$ cat src/hw/rtl/srrip_pkg.sv
// Shared constants, types and codes for the SRRIP set replacement block.
`default_nettype none
package srrip_pkg;

  // Default parameter values
  localparam int WAYS_DEF      = 16;
  localparam int RRPV_BITS_DEF = 2;
  localparam int TAG_BITS_DEF  = 32;

  // Fixed channel field widths
  localparam int IN_TAG_W  = 32;
  localparam int OUT_WAY_W = 4;
  localparam int OUT_TAG_W = 32;

  // Configuration register file
  localparam int WIU_W      = 5;
  localparam int INS_W      = 2;
  localparam int CFG_ADDR_W = 3;
  localparam int CFG_DATA_W = 32;
  localparam logic [WIU_W-1:0] WIU_RESET = 5'd16;
  localparam logic [INS_W-1:0] INS_RESET = 2'd2;

  // Register index, taken from paddr[2]
  localparam logic REG_WAYS_IN_USE = 1'b0;
  localparam logic REG_INSERT_RRPV = 1'b1;

  typedef enum logic [1:0] {
    ST_IDLE,
    ST_SWEEP,
    ST_HOLD
  } ctl_state_t;

  // Search flags that ride along the cell chain with each beat
  typedef struct packed {
    logic vld;
    logic hit_found;
    logic inv_found;
  } srch_flags_t;

endpackage
`default_nettype wire

$ cat src/hw/rtl/srrip_if.sv
// Valid/ready channel interfaces for the access and result beats.
`default_nettype none
interface srrip_in_if import srrip_pkg::*; ();
  logic                valid;
  logic                ready;
  logic [IN_TAG_W-1:0] tag;

  modport source (output valid, output tag, input ready);
  modport sink   (input valid, input tag, output ready);
endinterface

interface srrip_out_if import srrip_pkg::*; ();
  logic                 valid;
  logic                 ready;
  logic                 hit;
  logic [OUT_WAY_W-1:0] way_num;
  logic                 evicted;
  logic [OUT_TAG_W-1:0] evicted_tag;

  modport source (output valid, output hit, output way_num, output evicted,
                  output evicted_tag, input ready);
  modport sink   (input valid, input hit, input way_num, input evicted,
                  input evicted_tag, output ready);
endinterface
`default_nettype wire

$ cat src/hw/rtl/srrip_cache_set_replacement.sv
// Top level: SRRIP replacement for one cache set as a chain of way cells.
// The result beat passes the cell chain, the pending register and the output register.
// The block takes one access at a time: a new access is taken only after the last
//   result is loaded into the output register, which can wait on out_ch.ready.
// Reset (sync, active low): all ways invalid, RRPVs 0, ways_in_use 16,
//   insert_rrpv 2. Line tags are not reset; no clearing pass is needed.
`default_nettype none
module srrip_cache_set_replacement import srrip_pkg::*; #(
  parameter int WAYS      = WAYS_DEF,
  parameter int RRPV_BITS = RRPV_BITS_DEF,
  parameter int TAG_BITS  = TAG_BITS_DEF
) (
  input  wire logic                  clk,
  input  wire logic                  rst_n,
  srrip_in_if.sink                   in_ch,
  srrip_out_if.source                out_ch,
  input  wire logic                  psel,
  input  wire logic                  penable,
  input  wire logic                  pwrite,
  input  wire logic [CFG_ADDR_W-1:0] paddr,
  input  wire logic [CFG_DATA_W-1:0] pwdata,
  output      logic [CFG_DATA_W-1:0] prdata,
  output      logic                  pready
);

  localparam int WAY_W = (WAYS > 1) ? $clog2(WAYS) : 1;
  localparam int CNT_W = $clog2(WAYS + 1);

  // ---------------------------------------------------------------------------
  // Configuration
  // ---------------------------------------------------------------------------
  logic [CNT_W-1:0]     act_ways;
  logic [RRPV_BITS-1:0] ins_rrpv;

  srrip_cfg #(
    .WAYS      (WAYS),
    .RRPV_BITS (RRPV_BITS)
  ) u_cfg (
    .clk      (clk),
    .rst_n    (rst_n),
    .psel     (psel),
    .penable  (penable),
    .pwrite   (pwrite),
    .paddr    (paddr),
    .pwdata   (pwdata),
    .prdata   (prdata),
    .pready   (pready),
    .act_ways (act_ways),
    .ins_rrpv (ins_rrpv)
  );

  // ---------------------------------------------------------------------------
  // Search chain. Stage 0 is the incoming beat; stage i+1 is the register
  // output of cell i. Each cell folds in hit match, first empty way and the
  // running max-RRPV victim (strict > keeps the lowest index on ties).
  // ---------------------------------------------------------------------------
  srch_flags_t          st_flg       [WAYS+1];
  logic [TAG_BITS-1:0]  st_tag       [WAYS+1];
  logic [WAY_W-1:0]     st_hit_way   [WAYS+1];
  logic [WAY_W-1:0]     st_inv_way   [WAYS+1];
  logic [RRPV_BITS-1:0] st_best_rrpv [WAYS+1];
  logic [WAY_W-1:0]     st_best_way  [WAYS+1];
  logic [TAG_BITS-1:0]  st_best_tag  [WAYS+1];
  logic [WAYS-1:0]      chain_vld;

  logic [TAG_BITS+IN_TAG_W-1:0] tag_ext;
  logic                         in_acc;

  // wr_* broadcast the decision to all cells at chain end
  logic                 wr_en;
  logic [WAY_W-1:0]     wr_way;
  logic [RRPV_BITS-1:0] wr_rrpv;

  assign in_acc  = in_ch.valid && in_ch.ready;
  // keep only TAG_BITS of the access tag
  assign tag_ext = {{TAG_BITS{1'b0}}, in_ch.tag};

  always_comb begin
    st_flg[0].vld       = in_acc;
    st_flg[0].hit_found = 1'b0;
    st_flg[0].inv_found = 1'b0;
    st_tag[0]           = tag_ext[TAG_BITS-1:0];
    st_hit_way[0]       = '0;
    st_inv_way[0]       = '0;
    st_best_rrpv[0]     = '0;
    st_best_way[0]      = '0;
    st_best_tag[0]      = '0;
  end

  for (genvar i = 0; i < WAYS; i++) begin : g_cell
    srrip_cell #(
      .WAYS      (WAYS),
      .RRPV_BITS (RRPV_BITS),
      .TAG_BITS  (TAG_BITS),
      .IDX       (i)
    ) u_cell (
      .clk         (clk),
      .rst_n       (rst_n),
      .act_ways    (act_ways),
      .flg_i       (st_flg[i]),
      .tag_i       (st_tag[i]),
      .hit_way_i   (st_hit_way[i]),
      .inv_way_i   (st_inv_way[i]),
      .best_rrpv_i (st_best_rrpv[i]),
      .best_way_i  (st_best_way[i]),
      .best_tag_i  (st_best_tag[i]),
      .flg_o       (st_flg[i+1]),
      .tag_o       (st_tag[i+1]),
      .hit_way_o   (st_hit_way[i+1]),
      .inv_way_o   (st_inv_way[i+1]),
      .best_rrpv_o (st_best_rrpv[i+1]),
      .best_way_o  (st_best_way[i+1]),
      .best_tag_o  (st_best_tag[i+1]),
      .wr_en       (wr_en),
      .wr_way      (wr_way),
      .wr_tag      (st_tag[WAYS]),
      .wr_rrpv     (wr_rrpv)
    );
    assign chain_vld[i] = st_flg[i+1].vld;
  end

  // ---------------------------------------------------------------------------
  // Decision at chain end: hit, else first empty way, else max-RRPV victim.
  // ---------------------------------------------------------------------------
  srch_flags_t fin;
  logic        fin_evict;

  assign fin = st_flg[WAYS];

  always_comb begin
    fin_evict = 1'b0;
    if (fin.hit_found) begin
      wr_way = st_hit_way[WAYS];
    end else if (fin.inv_found) begin
      wr_way = st_inv_way[WAYS];
    end else begin
      wr_way    = st_best_way[WAYS];
      fin_evict = 1'b1;
    end
    wr_rrpv = fin.hit_found ? '0 : ins_rrpv;
  end

  // ---------------------------------------------------------------------------
  // Control: IDLE takes an access, SWEEP waits for chain end (and commits the
  // line update), HOLD moves the decision into the output register.
  // ---------------------------------------------------------------------------
  ctl_state_t state_r, state_nxt;
  logic       pend_ld;
  logic       out_ld;
  logic       out_valid_r, out_valid_nxt;

  logic                 pend_hit_r;
  logic [WAY_W-1:0]     pend_way_r;
  logic                 pend_evict_r;
  logic [TAG_BITS-1:0]  pend_evtag_r;

  always_ff @(posedge clk) begin
    if (!rst_n) begin
      state_r <= ST_IDLE;
    end else begin
      state_r <= state_nxt;
    end
  end

  always_comb begin
    state_nxt   = state_r;
    in_ch.ready = 1'b0;
    pend_ld     = 1'b0;
    out_ld      = 1'b0;
    wr_en       = 1'b0;
    case (state_r)
      ST_IDLE: begin
        in_ch.ready = 1'b1;
        if (in_ch.valid) begin
          state_nxt = ST_SWEEP;
        end
      end
      ST_SWEEP: begin
        if (fin.vld) begin
          pend_ld   = 1'b1;
          wr_en     = 1'b1;
          state_nxt = ST_HOLD;
        end
      end
      ST_HOLD: begin
        if (!out_valid_r || out_ch.ready) begin
          out_ld    = 1'b1;
          state_nxt = ST_IDLE;
        end
      end
      default: begin
        state_nxt = ST_IDLE;
      end
    endcase
  end

  always_ff @(posedge clk) begin
    if (pend_ld) begin
      pend_hit_r   <= fin.hit_found;
      pend_way_r   <= wr_way;
      pend_evict_r <= fin_evict;
      pend_evtag_r <= fin_evict ? st_best_tag[WAYS] : '0;
    end
  end

  // ---------------------------------------------------------------------------
  // Output register
  // ---------------------------------------------------------------------------
  logic [WAY_W+OUT_WAY_W-1:0]    way_ext;
  logic [TAG_BITS+OUT_TAG_W-1:0] evtag_ext;
  logic                          out_hit_r;
  logic [OUT_WAY_W-1:0]          out_way_r;
  logic                          out_evict_r;
  logic [OUT_TAG_W-1:0]          out_evtag_r;

  assign way_ext   = {{OUT_WAY_W{1'b0}}, pend_way_r};
  assign evtag_ext = {{OUT_TAG_W{1'b0}}, pend_evtag_r};

  always_comb begin
    if (out_ld) begin
      out_valid_nxt = 1'b1;
    end else if (out_ch.ready) begin
      out_valid_nxt = 1'b0;
    end else begin
      out_valid_nxt = out_valid_r;
    end
  end

  always_ff @(posedge clk) begin
    if (!rst_n) begin
      out_valid_r <= 1'b0;
    end else begin
      out_valid_r <= out_valid_nxt;
    end
  end

  always_ff @(posedge clk) begin
    if (out_ld) begin
      out_hit_r   <= pend_hit_r;
      out_way_r   <= way_ext[OUT_WAY_W-1:0];
      out_evict_r <= pend_evict_r;
      out_evtag_r <= evtag_ext[OUT_TAG_W-1:0];
    end
  end

  assign out_ch.valid       = out_valid_r;
  assign out_ch.hit         = out_hit_r;
  assign out_ch.way_num     = out_way_r;
  assign out_ch.evicted     = out_evict_r;
  assign out_ch.evicted_tag = out_evtag_r;

  // ---------------------------------------------------------------------------
  // Assertions
  // ---------------------------------------------------------------------------
  // Only one access travels the chain at a time.
  a_one_beat_in_chain: assert property (@(posedge clk) disable iff (!rst_n)
    $onehot0(chain_vld))
    else $error("more than one beat in the cell chain");

  // The chain only carries a beat while the controller is sweeping.
  a_chain_in_sweep: assert property (@(posedge clk) disable iff (!rst_n)
    (chain_vld != '0) |-> (state_r == ST_SWEEP))
    else $error("chain beat outside sweep");

  // An accepted access reaches the chain end after passing every cell register.
  a_chain_latency: assert property (@(posedge clk) disable iff (!rst_n)
    in_acc |-> ##WAYS fin.vld)
    else $error("chain latency mismatch");

  // A hit never reports an eviction.
  a_hit_no_evict: assert property (@(posedge clk) disable iff (!rst_n)
    (out_ch.valid && out_ch.hit) |-> (!out_ch.evicted && (out_ch.evicted_tag == '0)))
    else $error("hit result carries an eviction");

endmodule
`default_nettype wire

$ cat src/hw/rtl/srrip_cell.sv
// One way of the set: line state plus one stage of the search chain.
`default_nettype none
module srrip_cell import srrip_pkg::*; #(
  parameter int WAYS      = WAYS_DEF,
  parameter int RRPV_BITS = RRPV_BITS_DEF,
  parameter int TAG_BITS  = TAG_BITS_DEF,
  parameter int IDX       = 0,
  localparam int WAY_W    = (WAYS > 1) ? $clog2(WAYS) : 1,
  localparam int CNT_W    = $clog2(WAYS + 1)
) (
  input  wire logic                 clk,
  input  wire logic                 rst_n,
  input  wire logic [CNT_W-1:0]     act_ways,
  // search beat from the previous cell
  input  wire srch_flags_t          flg_i,
  input  wire logic [TAG_BITS-1:0]  tag_i,
  input  wire logic [WAY_W-1:0]     hit_way_i,
  input  wire logic [WAY_W-1:0]     inv_way_i,
  input  wire logic [RRPV_BITS-1:0] best_rrpv_i,
  input  wire logic [WAY_W-1:0]     best_way_i,
  input  wire logic [TAG_BITS-1:0]  best_tag_i,
  // search beat to the next cell
  output      srch_flags_t          flg_o,
  output      logic [TAG_BITS-1:0]  tag_o,
  output      logic [WAY_W-1:0]     hit_way_o,
  output      logic [WAY_W-1:0]     inv_way_o,
  output      logic [RRPV_BITS-1:0] best_rrpv_o,
  output      logic [WAY_W-1:0]     best_way_o,
  output      logic [TAG_BITS-1:0]  best_tag_o,
  // line update
  input  wire logic                 wr_en,
  input  wire logic [WAY_W-1:0]     wr_way,
  input  wire logic [TAG_BITS-1:0]  wr_tag,
  input  wire logic [RRPV_BITS-1:0] wr_rrpv
);

  localparam logic [CNT_W-1:0] IDX_CNT = CNT_W'(IDX);
  localparam logic [WAY_W-1:0] IDX_WAY = WAY_W'(IDX);

  logic                 valid_r;
  logic [TAG_BITS-1:0]  tag_r;
  logic [RRPV_BITS-1:0] rrpv_r;

  logic act, hit_here, inv_here, take_best;

  always_comb begin
    act       = IDX_CNT < act_ways;
    hit_here  = act && valid_r && (tag_r == tag_i) && !flg_i.hit_found;
    inv_here  = act && !valid_r && !flg_i.inv_found;
    // way 0 seeds the victim search
    take_best = act && ((IDX == 0) || (rrpv_r > best_rrpv_i));
  end

  always_ff @(posedge clk) begin
    if (!rst_n) begin
      valid_r <= 1'b0;
      rrpv_r  <= '0;
    end else if (wr_en && (wr_way == IDX_WAY)) begin
      valid_r <= 1'b1;
      rrpv_r  <= wr_rrpv;
    end
  end

  always_ff @(posedge clk) begin
    if (wr_en && (wr_way == IDX_WAY)) begin
      tag_r <= wr_tag;
    end
  end

  always_ff @(posedge clk) begin
    if (!rst_n) begin
      flg_o <= '0;
    end else begin
      flg_o.vld       <= flg_i.vld;
      flg_o.hit_found <= flg_i.hit_found || hit_here;
      flg_o.inv_found <= flg_i.inv_found || inv_here;
    end
  end

  always_ff @(posedge clk) begin
    tag_o       <= tag_i;
    hit_way_o   <= hit_here  ? IDX_WAY : hit_way_i;
    inv_way_o   <= inv_here  ? IDX_WAY : inv_way_i;
    best_rrpv_o <= take_best ? rrpv_r  : best_rrpv_i;
    best_way_o  <= take_best ? IDX_WAY : best_way_i;
    best_tag_o  <= take_best ? tag_r   : best_tag_i;
  end

endmodule
`default_nettype wire

$ cat src/hw/rtl/srrip_cfg.sv
// APB register file: ways in use and insertion RRPV, with range clamping.
`default_nettype none
module srrip_cfg import srrip_pkg::*; #(
  parameter int WAYS      = WAYS_DEF,
  parameter int RRPV_BITS = RRPV_BITS_DEF,
  localparam int CNT_W    = $clog2(WAYS + 1)
) (
  input  wire logic                  clk,
  input  wire logic                  rst_n,
  input  wire logic                  psel,
  input  wire logic                  penable,
  input  wire logic                  pwrite,
  input  wire logic [CFG_ADDR_W-1:0] paddr,
  input  wire logic [CFG_DATA_W-1:0] pwdata,
  output      logic [CFG_DATA_W-1:0] prdata,
  output      logic                  pready,
  output      logic [CNT_W-1:0]      act_ways,
  output      logic [RRPV_BITS-1:0]  ins_rrpv
);

  localparam int AW = CNT_W + WIU_W;
  localparam int RW = RRPV_BITS + INS_W;
  localparam logic [AW-1:0] WAYS_X     = AW'(WAYS);
  localparam logic [AW-1:0] ONE_X      = AW'(1);
  localparam logic [RW-1:0] RRPV_MAX_X = RW'((1 << RRPV_BITS) - 1);

  logic [WIU_W-1:0] wiu_r;
  logic [INS_W-1:0] ins_r;
  logic             wr;
  logic             reg_sel;
  logic [AW-1:0]    wiu_x;
  logic [AW-1:0]    act_x;
  logic [RW-1:0]    ins_x;

  assign pready  = 1'b1;
  assign wr      = psel && penable && pwrite;
  // byte offset bits are ignored
  assign reg_sel = paddr[CFG_ADDR_W-1];

  always_ff @(posedge clk) begin
    if (!rst_n) begin
      wiu_r <= WIU_RESET;
      ins_r <= INS_RESET;
    end else if (wr) begin
      if (reg_sel == REG_WAYS_IN_USE) begin
        wiu_r <= pwdata[WIU_W-1:0];
      end else begin
        ins_r <= pwdata[INS_W-1:0];
      end
    end
  end

  always_comb begin
    if (reg_sel == REG_WAYS_IN_USE) begin
      prdata = CFG_DATA_W'(wiu_r);
    end else begin
      prdata = CFG_DATA_W'(ins_r);
    end
  end

  // zero acts as one, above WAYS acts as WAYS
  always_comb begin
    wiu_x = {{CNT_W{1'b0}}, wiu_r};
    if (wiu_x == '0) begin
      act_x = ONE_X;
    end else if (wiu_x > WAYS_X) begin
      act_x = WAYS_X;
    end else begin
      act_x = wiu_x;
    end
    act_ways = act_x[CNT_W-1:0];
  end

  // saturate to the RRPV range
  always_comb begin
    ins_x = {{RRPV_BITS{1'b0}}, ins_r};
    if (ins_x > RRPV_MAX_X) begin
      ins_rrpv = RRPV_MAX_X[RRPV_BITS-1:0];
    end else begin
      ins_rrpv = ins_x[RRPV_BITS-1:0];
    end
  end

endmodule
`default_nettype wire

$ cat src/flat_wrapper.sv
// flat-port wrapper written by rule: the top's interface ports become plain ports
module srrip_cache_set_replacement_flat import srrip_pkg::*;
#(
  parameter int WAYS      = WAYS_DEF,
  parameter int RRPV_BITS = RRPV_BITS_DEF,
  parameter int TAG_BITS  = TAG_BITS_DEF
)
  (clk, rst_n, psel, penable, pwrite, paddr, pwdata, prdata, pready, in_ch_valid, in_ch_tag, in_ch_ready, out_ch_valid, out_ch_hit, out_ch_way_num, out_ch_evicted, out_ch_evicted_tag, out_ch_ready);
  srrip_in_if in_ch_i ();
  srrip_out_if out_ch_i ();
  input  wire logic clk;
  input  wire logic rst_n;
  input  wire logic psel;
  input  wire logic penable;
  input  wire logic pwrite;
  input  wire logic [CFG_ADDR_W-1:0] paddr;
  input  wire logic [CFG_DATA_W-1:0] pwdata;
  output      logic [CFG_DATA_W-1:0] prdata;
  output      logic pready;
  input wire logic [$bits(in_ch_i.valid)-1:0] in_ch_valid;
  input wire logic [$bits(in_ch_i.tag)-1:0] in_ch_tag;
  output wire logic [$bits(in_ch_i.ready)-1:0] in_ch_ready;
  output wire logic [$bits(out_ch_i.valid)-1:0] out_ch_valid;
  output wire logic [$bits(out_ch_i.hit)-1:0] out_ch_hit;
  output wire logic [$bits(out_ch_i.way_num)-1:0] out_ch_way_num;
  output wire logic [$bits(out_ch_i.evicted)-1:0] out_ch_evicted;
  output wire logic [$bits(out_ch_i.evicted_tag)-1:0] out_ch_evicted_tag;
  input wire logic [$bits(out_ch_i.ready)-1:0] out_ch_ready;
  assign in_ch_i.valid = in_ch_valid;
  assign in_ch_i.tag = in_ch_tag;
  assign in_ch_ready = in_ch_i.ready;
  assign out_ch_valid = out_ch_i.valid;
  assign out_ch_hit = out_ch_i.hit;
  assign out_ch_way_num = out_ch_i.way_num;
  assign out_ch_evicted = out_ch_i.evicted;
  assign out_ch_evicted_tag = out_ch_i.evicted_tag;
  assign out_ch_i.ready = out_ch_ready;
  srrip_cache_set_replacement #(.WAYS(WAYS), .RRPV_BITS(RRPV_BITS), .TAG_BITS(TAG_BITS)) u_core (.clk(clk), .rst_n(rst_n), .in_ch(in_ch_i), .out_ch(out_ch_i), .psel(psel), .penable(penable), .pwrite(pwrite), .paddr(paddr), .pwdata(pwdata), .prdata(prdata), .pready(pready));
endmodule
$ cat config.mk
export PLATFORM = sky130hd
export DESIGN_NAME = srrip_cache_set_replacement_flat
export DESIGN_NICKNAME = d
export VERILOG_FILES = /design/src/hw/rtl/srrip_pkg.sv /design/src/hw/rtl/srrip_if.sv /design/src/hw/rtl/srrip_cache_set_replacement.sv /design/src/hw/rtl/srrip_cell.sv /design/src/hw/rtl/srrip_cfg.sv /design/src/flat_wrapper.sv
export SDC_FILE = /design/constraint.sdc
export NUM_CORES = 2
export LEC_CHECK = 0
export BUFFER_PORTS_ARGS = -buffer_cell sky130_fd_sc_hd__buf_2
export CAP_MARGIN = 40
export CORE_AREA = 2 2 354 356
export CTS_CLUSTER_SIZE = 20
export DETAILED_ROUTE_END_ITERATION = 16
export DIE_AREA = 0 0 356 358
export PLACE_DENSITY = 0.66
export RECOVER_POWER = 25
export REMOVE_ABC_BUFFERS = 1
export SLEW_MARGIN = 20
export SYNTH_ARGS = -nofsm -noshare
export SYNTH_HDL_FRONTEND = slang
export SYNTH_HIERARCHICAL = 1
export SYNTH_SLANG_ARGS = --single-unit
$ cat constraint.sdc
create_clock -name clk -period 7.41 [get_ports clk]
set_input_delay 1.482 -clock clk [delete_from_list [all_inputs] [get_ports clk]]
set_output_delay 1.482 -clock clk [all_outputs]
set_load 0.005 [all_outputs]
# [Yosys cells after proc, flatten, opt, wreduce, memory -nomap -nowiden]
# Cells that the tools add are included.
[word_totals] reg_bits=1895 input_bits=74 output_inout_bits=73 elab_cells=514
[classes] order_cmp=32 n_eq_ne=36 muxes=48 bitwise=1 reduce_logical=197
[op_table] operator="$eq A32 B32 Y1" n=16
[op_table] operator="$mux W32" n=15
[op_table] operator="$logic_and A1 B1 Y1" n=112
[op_table] operator="$logic_not A1 Y1" n=47
[op_table] operator="$lt A4 B5 Y1 const A" n=8
[op_table] operator="$mux W2" n=18
[op_table] operator="$eq A4 B4 Y1 const B" n=8
[op_table] operator="$logic_or A1 B1 Y1" n=31
[op_table] operator="$gt A2 B2 Y1" n=15
[op_table] operator="$lt A3 B5 Y1 const A" n=4
[op_table] operator="$eq A4 B3 Y1 const B" n=4
[op_table] operator="$mux W5" n=3
[op_table] operator="$lt A1 B5 Y1 const A" n=2
[op_table] operator="$lt A2 B5 Y1 const A" n=2
[op_table] operator="$mux W1" n=9
[op_table] operator="$eq A4 B2 Y1 const B" n=2
[op_table] operator="$mux W4" n=2
[op_table] operator="$pmux W2 S3" n=1
[op_table] operator="$gt A5 B5 Y1 const B" n=1
[op_table] operator="$logic_not A5 Y1" n=1
[op_table] operator="$eq A4 B1 Y1 const B" n=1
[op_table] operator="$logic_not A4 Y1" n=1
[op_table] operator="$ne A2 B2 Y1 const B" n=2
[op_table] operator="$reduce_and A2 Y1" n=2
[op_table] operator="other kinds (7)" n=7

# [Longest topological paths before layout]
[depth] word_depth=8 depth_mapped=9 depth_no_buf=7

# [Cells and area by module]
# Netlist, hierarchy kept.
[by_module_without_submodules] module="srrip_cell at u_core.g_cell[1].u_cell" instances=1 cells_each=245 area_per_inst_um2=3834.9 seq_area_each_um2=2642.5
[by_module_without_submodules] module="srrip_cell at u_core.g_cell[5].u_cell" instances=1 cells_each=247 area_per_inst_um2=3814.9 seq_area_each_um2=2642.5
[by_module_without_submodules] module="srrip_cell at u_core.g_cell[10].u_cell" instances=1 cells_each=240 area_per_inst_um2=3741.1 seq_area_each_um2=2642.5
[by_module_without_submodules] module="srrip_cell at u_core.g_cell[7].u_cell" instances=1 cells_each=245 area_per_inst_um2=3707.3 seq_area_each_um2=2642.5
[by_module_without_submodules] module="srrip_cell at u_core.g_cell[4].u_cell" instances=1 cells_each=251 area_per_inst_um2=3703.6 seq_area_each_um2=2642.5
[by_module_without_submodules] module="srrip_cell at u_core.g_cell[8].u_cell" instances=1 cells_each=242 area_per_inst_um2=3699.8 seq_area_each_um2=2642.5
[by_module_without_submodules] module="srrip_cell at u_core.g_cell[11].u_cell" instances=1 cells_each=243 area_per_inst_um2=3694.8 seq_area_each_um2=2642.5
[by_module_without_submodules] module="srrip_cell at u_core.g_cell[2].u_cell" instances=1 cells_each=242 area_per_inst_um2=3693.5 seq_area_each_um2=2642.5
[by_module_without_submodules] module="srrip_cell at u_core.g_cell[6].u_cell" instances=1 cells_each=245 area_per_inst_um2=3691.0 seq_area_each_um2=2642.5
[by_module_without_submodules] module="srrip_cell at u_core.g_cell[9].u_cell" instances=1 cells_each=244 area_per_inst_um2=3682.3 seq_area_each_um2=2642.5
[by_module_without_submodules] module="srrip_cell at u_core.g_cell[12].u_cell" instances=1 cells_each=245 area_per_inst_um2=3679.8 seq_area_each_um2=2642.5
[by_module_without_submodules] module="srrip_cell at u_core.g_cell[3].u_cell" instances=1 cells_each=247 area_per_inst_um2=3671.0 seq_area_each_um2=2642.5
[by_module_without_submodules] module="srrip_cell at u_core.g_cell[13].u_cell" instances=1 cells_each=237 area_per_inst_um2=3648.5 seq_area_each_um2=2642.5
[by_module_without_submodules] module="srrip_cell at u_core.g_cell[14].u_cell" instances=1 cells_each=236 area_per_inst_um2=3641.0 seq_area_each_um2=2642.5
[by_module_without_submodules] module="+4 rows"

# [Least setup slack after synthesis]
# OpenSTA, ideal clock, no wires.
[synth_path] path_kind="register to register" from="register u_core.state_r[0]" to="register u_core.g_cell[4].u_cell.rrpv_r[0]" setup_time_ps=120 arrival_ps=5621 t_required_ps=7290 setup_slack_ps=1669 stages_incl_launch_ff=6 n_path_buf=0 period_less_slack_ps=5741 cell_sequence="dfxtp_1 > and3b_1 > nand2_1 > nor4_1 > mux2i_1 > nor2b_1"
[synth_between] elab_chain_len=3
[synth_rtl] item="from (decl)" line_no="srrip_cache_set_replacement.sv:147" text="ctl_state_t state_r, state_nxt;"
[synth_rtl] item="from (signal assigned)" line_no="srrip_cache_set_replacement.sv:161" text="state_r <= state_nxt;"
[synth_rtl] item="$eq A2 B1 Y1"
[synth_rtl] item="$mux W1"
[synth_rtl] item="via u_core.pend_ld" line_no="srrip_cache_set_replacement.sv:148" text="logic pend_ld;"
[synth_rtl] item="$logic_and A1 B1 Y1" line_no="srrip_cell.sv:58" text="end else if (wr_en && (wr_way == IDX_WAY)) begin"
[synth_rtl] item="to (signal assigned)" line_no="srrip_cell.sv:60" text="rrpv_r <= wr_rrpv;"
[synth_rtl] item="to (decl)" line_no="srrip_cell.sv:42" text="logic [RRPV_BITS-1:0] rrpv_r;"
# The timed path passes the listed nets, and every way through them passes these cells.
# A chain may end at the register's enable or synchronous reset.

# [Final worst setup path]
[layout_path] from="input paddr[2]" to="output prdata[1]"
[layout_between] elab_chain_len=1
[layout_rtl] item="from (decl)" line_no="flat_wrapper.sv:16" text="input wire logic [CFG_ADDR_W-1:0] paddr;"
[layout_rtl] item="$mux W5" line_no="srrip_cfg.sv:54" text="if (reg_sel == REG_WAYS_IN_USE) begin"
[layout_rtl] item="to (decl)" line_no="flat_wrapper.sv:18" text="output logic [CFG_DATA_W-1:0] prdata;"
# Every way passes these cells.

==> qor.csv <==
metric;value;unit
outcome;finished, final reports clean;
grt_first_pass_wirelength;188.2;mm
die_footprint;127400;sq um
leakage_component_of_the_power;27.33;nW
post_cts_resized;0;
num_rows;129;
port_buffers;89;
design.final.nets;4517;
routabilityCongestion;0.9695;
grt_most_used_layer;met2;
avgViaCountPerCell;4.785;
timing.hold.worst.class;flop to flop;
detail_route.first_pass.iterations;5;
critical_path_peak_fanout;8;
timing.final.setup_violations;0;
clk_latency_worst_skew_pair;770;ps
worst_ir_drop_vdd;0.0002398;V
max_clock_freq;280.4;MHz
grt_max_degree;69;
critical-path-slowest-cell;mux2_2;
grt.overflow.total;0;
critical_path_depth;3;
path_clk_slew;60;ps
r2r_cells;8;
post_synth_inst_count;4096;
worstReg2RegStart;u_core/u_cfg/wiu_r[4];
cp-end-kind;output pin;
groute.layer.met2.usage;0.3360;
areaGrowthSynthToFinish;14.72;%
period_needed;3566;ps
dr.first_iter.drc_count;1463;
die_height;358;um
mostFrequentLayoutCell;dfxtp_1;
slew_violations;0;
io_pins;147;
cts.root.buffer_cell;clkbuf_16;
design.core.area;123300;sq um
wl_per_cell;20.19;um
grt_use_met3;0.02768;
cts_buffer_depth;3;
global_route.usage.met1;0.2382;
grt_antenna_before_repair;0;
cts_post_setup_buffers_inserted;0;
max-cap-violations;0;
critical_path.reg2reg.endpoint;u_core/g_cell[12].u_cell/best_tag_o[5];
arrival;2080;ps
dpl.hpwl;93.37;mm
ant_nets;0;
route.detailed.drc;0;
vias;29684;
max_stage_delay;340;ps
cts-buffers-inserted;178;
timing.critical_path.buf_inv;2;
ys_warn_count;6;
tightest_slew;1055;ps
antenna-diode-count;0;
initial_utilization;0.5067;
synthesized_area;62480;sq um
start_point_of_the_worst_min_delay_path;u_core/g_cell[10].u_cell/tag_o[28];
fin_worst_skew;19.32;ps
report.final.hold_viol_count;0;
grt_pass1_vias;30553;
r2r_setup_slack;4360;ps
finalWirelength;125.3;mm
crit_path_cell_trace;buf_2 -> mux2_2 -> buf_2;
holdBufCountCts;0;
crit_family;multiplexers;
most-common-layout-cells;dfxtp_1, edfxtp_1, mux2_2;
critical_path_most_common_cell;buf_2;
layout-drive-gt1-share;0.2166;
clock_sink_count;1940;
required;5930;ps
tns;0;ps
hold_path_end;u_core/g_cell[11].u_cell/tag_o[28];
die_w;356;um
tritoncts;yes;
min_path_cells;0;
unrepaired_setup_endpoints_after_global_routing;no;
timing.setup.critical_path_class;input pin to output pin;
syn-mean-instance-area;15.26;sq um
cts_htree_levels;4;
grtUsageTotal;0.1972;
finalCritPeriodShare;0.4812;
worst_slew_margin_rel;0.2968;
post_route_hold_slack;352.6;ps
startpoint_type;input pin;
power-per-cell-area;303.0;nW/um^2
power breakdown:
group	internal (mW)	switching [mW]	leakage (nW)
Combinational	0.379	0.396	7.67
Clock	5.55	3.73	3.03
Sequential	11.4	0.222	16.6
Total	17.4	4.35	27.3
flip-flops by register name, indices dropped and copies added, names as in the netlist, 4 cells and up:
signal	flops
u_core/g_cell.u_cell/tag_r	512
u_core/u_cfg/wiu_r	5
u_core/pend_evtag_r	32
u_core/g_cell.u_cell/flg_o	48
u_core/g_cell.u_cell/best_way_o	64
u_core/g_cell.u_cell/best_tag_o	512
u_core/g_cell.u_cell/best_rrpv_o	30
u_core/pend_way_r	4
u_core/g_cell.u_cell/rrpv_r	32
u_core/g_cell.u_cell/tag_o	512
u_core/g_cell.u_cell/hit_way_o	64
u_core/g_cell.u_cell/inv_way_o	64
u_core/g_cell.u_cell/valid_r	16
u_core/out_ch.way_num	4
u_core/out_ch.evicted_tag	32
through the flow:
step	std cells	worst slack (ps)	utilization	total power [mW]	cell area [sq um]
floorplan	4062	1566	-	12.28	61990
global placement	5819	3777	0.5261	12.62	64870
detailed placement	5844	3839	0.5294	12.64	65290
CTS	6177	3836	0.5791	21.89	71410
global route	6203	3806	0.5813	22.41	71680
finish	6203	3844	0.5813	21.72	71680
worst reg2reg max path: stages, from the launching register on:
cell and delay (ps):
dfxtp_1 360, buf_4 370, nor2b_1 100, buf_4 210, or2_2 300, a31oi_1 520
a211o_1 190, buf_4 440, mux2_2 440
how the worst max path moves through the flow:
| stage | start | endpoint | slack [ps] |
|---|---|---|---|
| finish | paddr[2] | prdata[1] | 3840 |
| global route | paddr[2] | prdata[1] | 3810 |
| CTS | paddr[2] | prdata[1] | 3840 |
| detailed placement | paddr[2] | prdata[1] | 3840 |
| global placement | in_ch_tag[26] | u_core/g_cell[0].u_cell/flg_o[1] | 3780 |
| floorplan | u_core/state_r[0] | u_core/g_cell[11].u_cell/rrpv_r[0] | 1570 |
per-layer routing:
metal  routed length [um]  up-vias
li1                     -    14864
met1                53460    13960
met2                60530      576
met3                 3707      284
met4                 7564        0
met5                    0        -
area by class of cell:
class,instances,area (sq um)
clock buffer,267,5398
tap,1637,2048
timing repair buffer,171,1365
clock inverter,66,723.2
inverter,130,488.0
fill,9524,51630
multi-input combinational,1992,16940
sequential,1940,44720
Power figures use the tool's default switching activity.
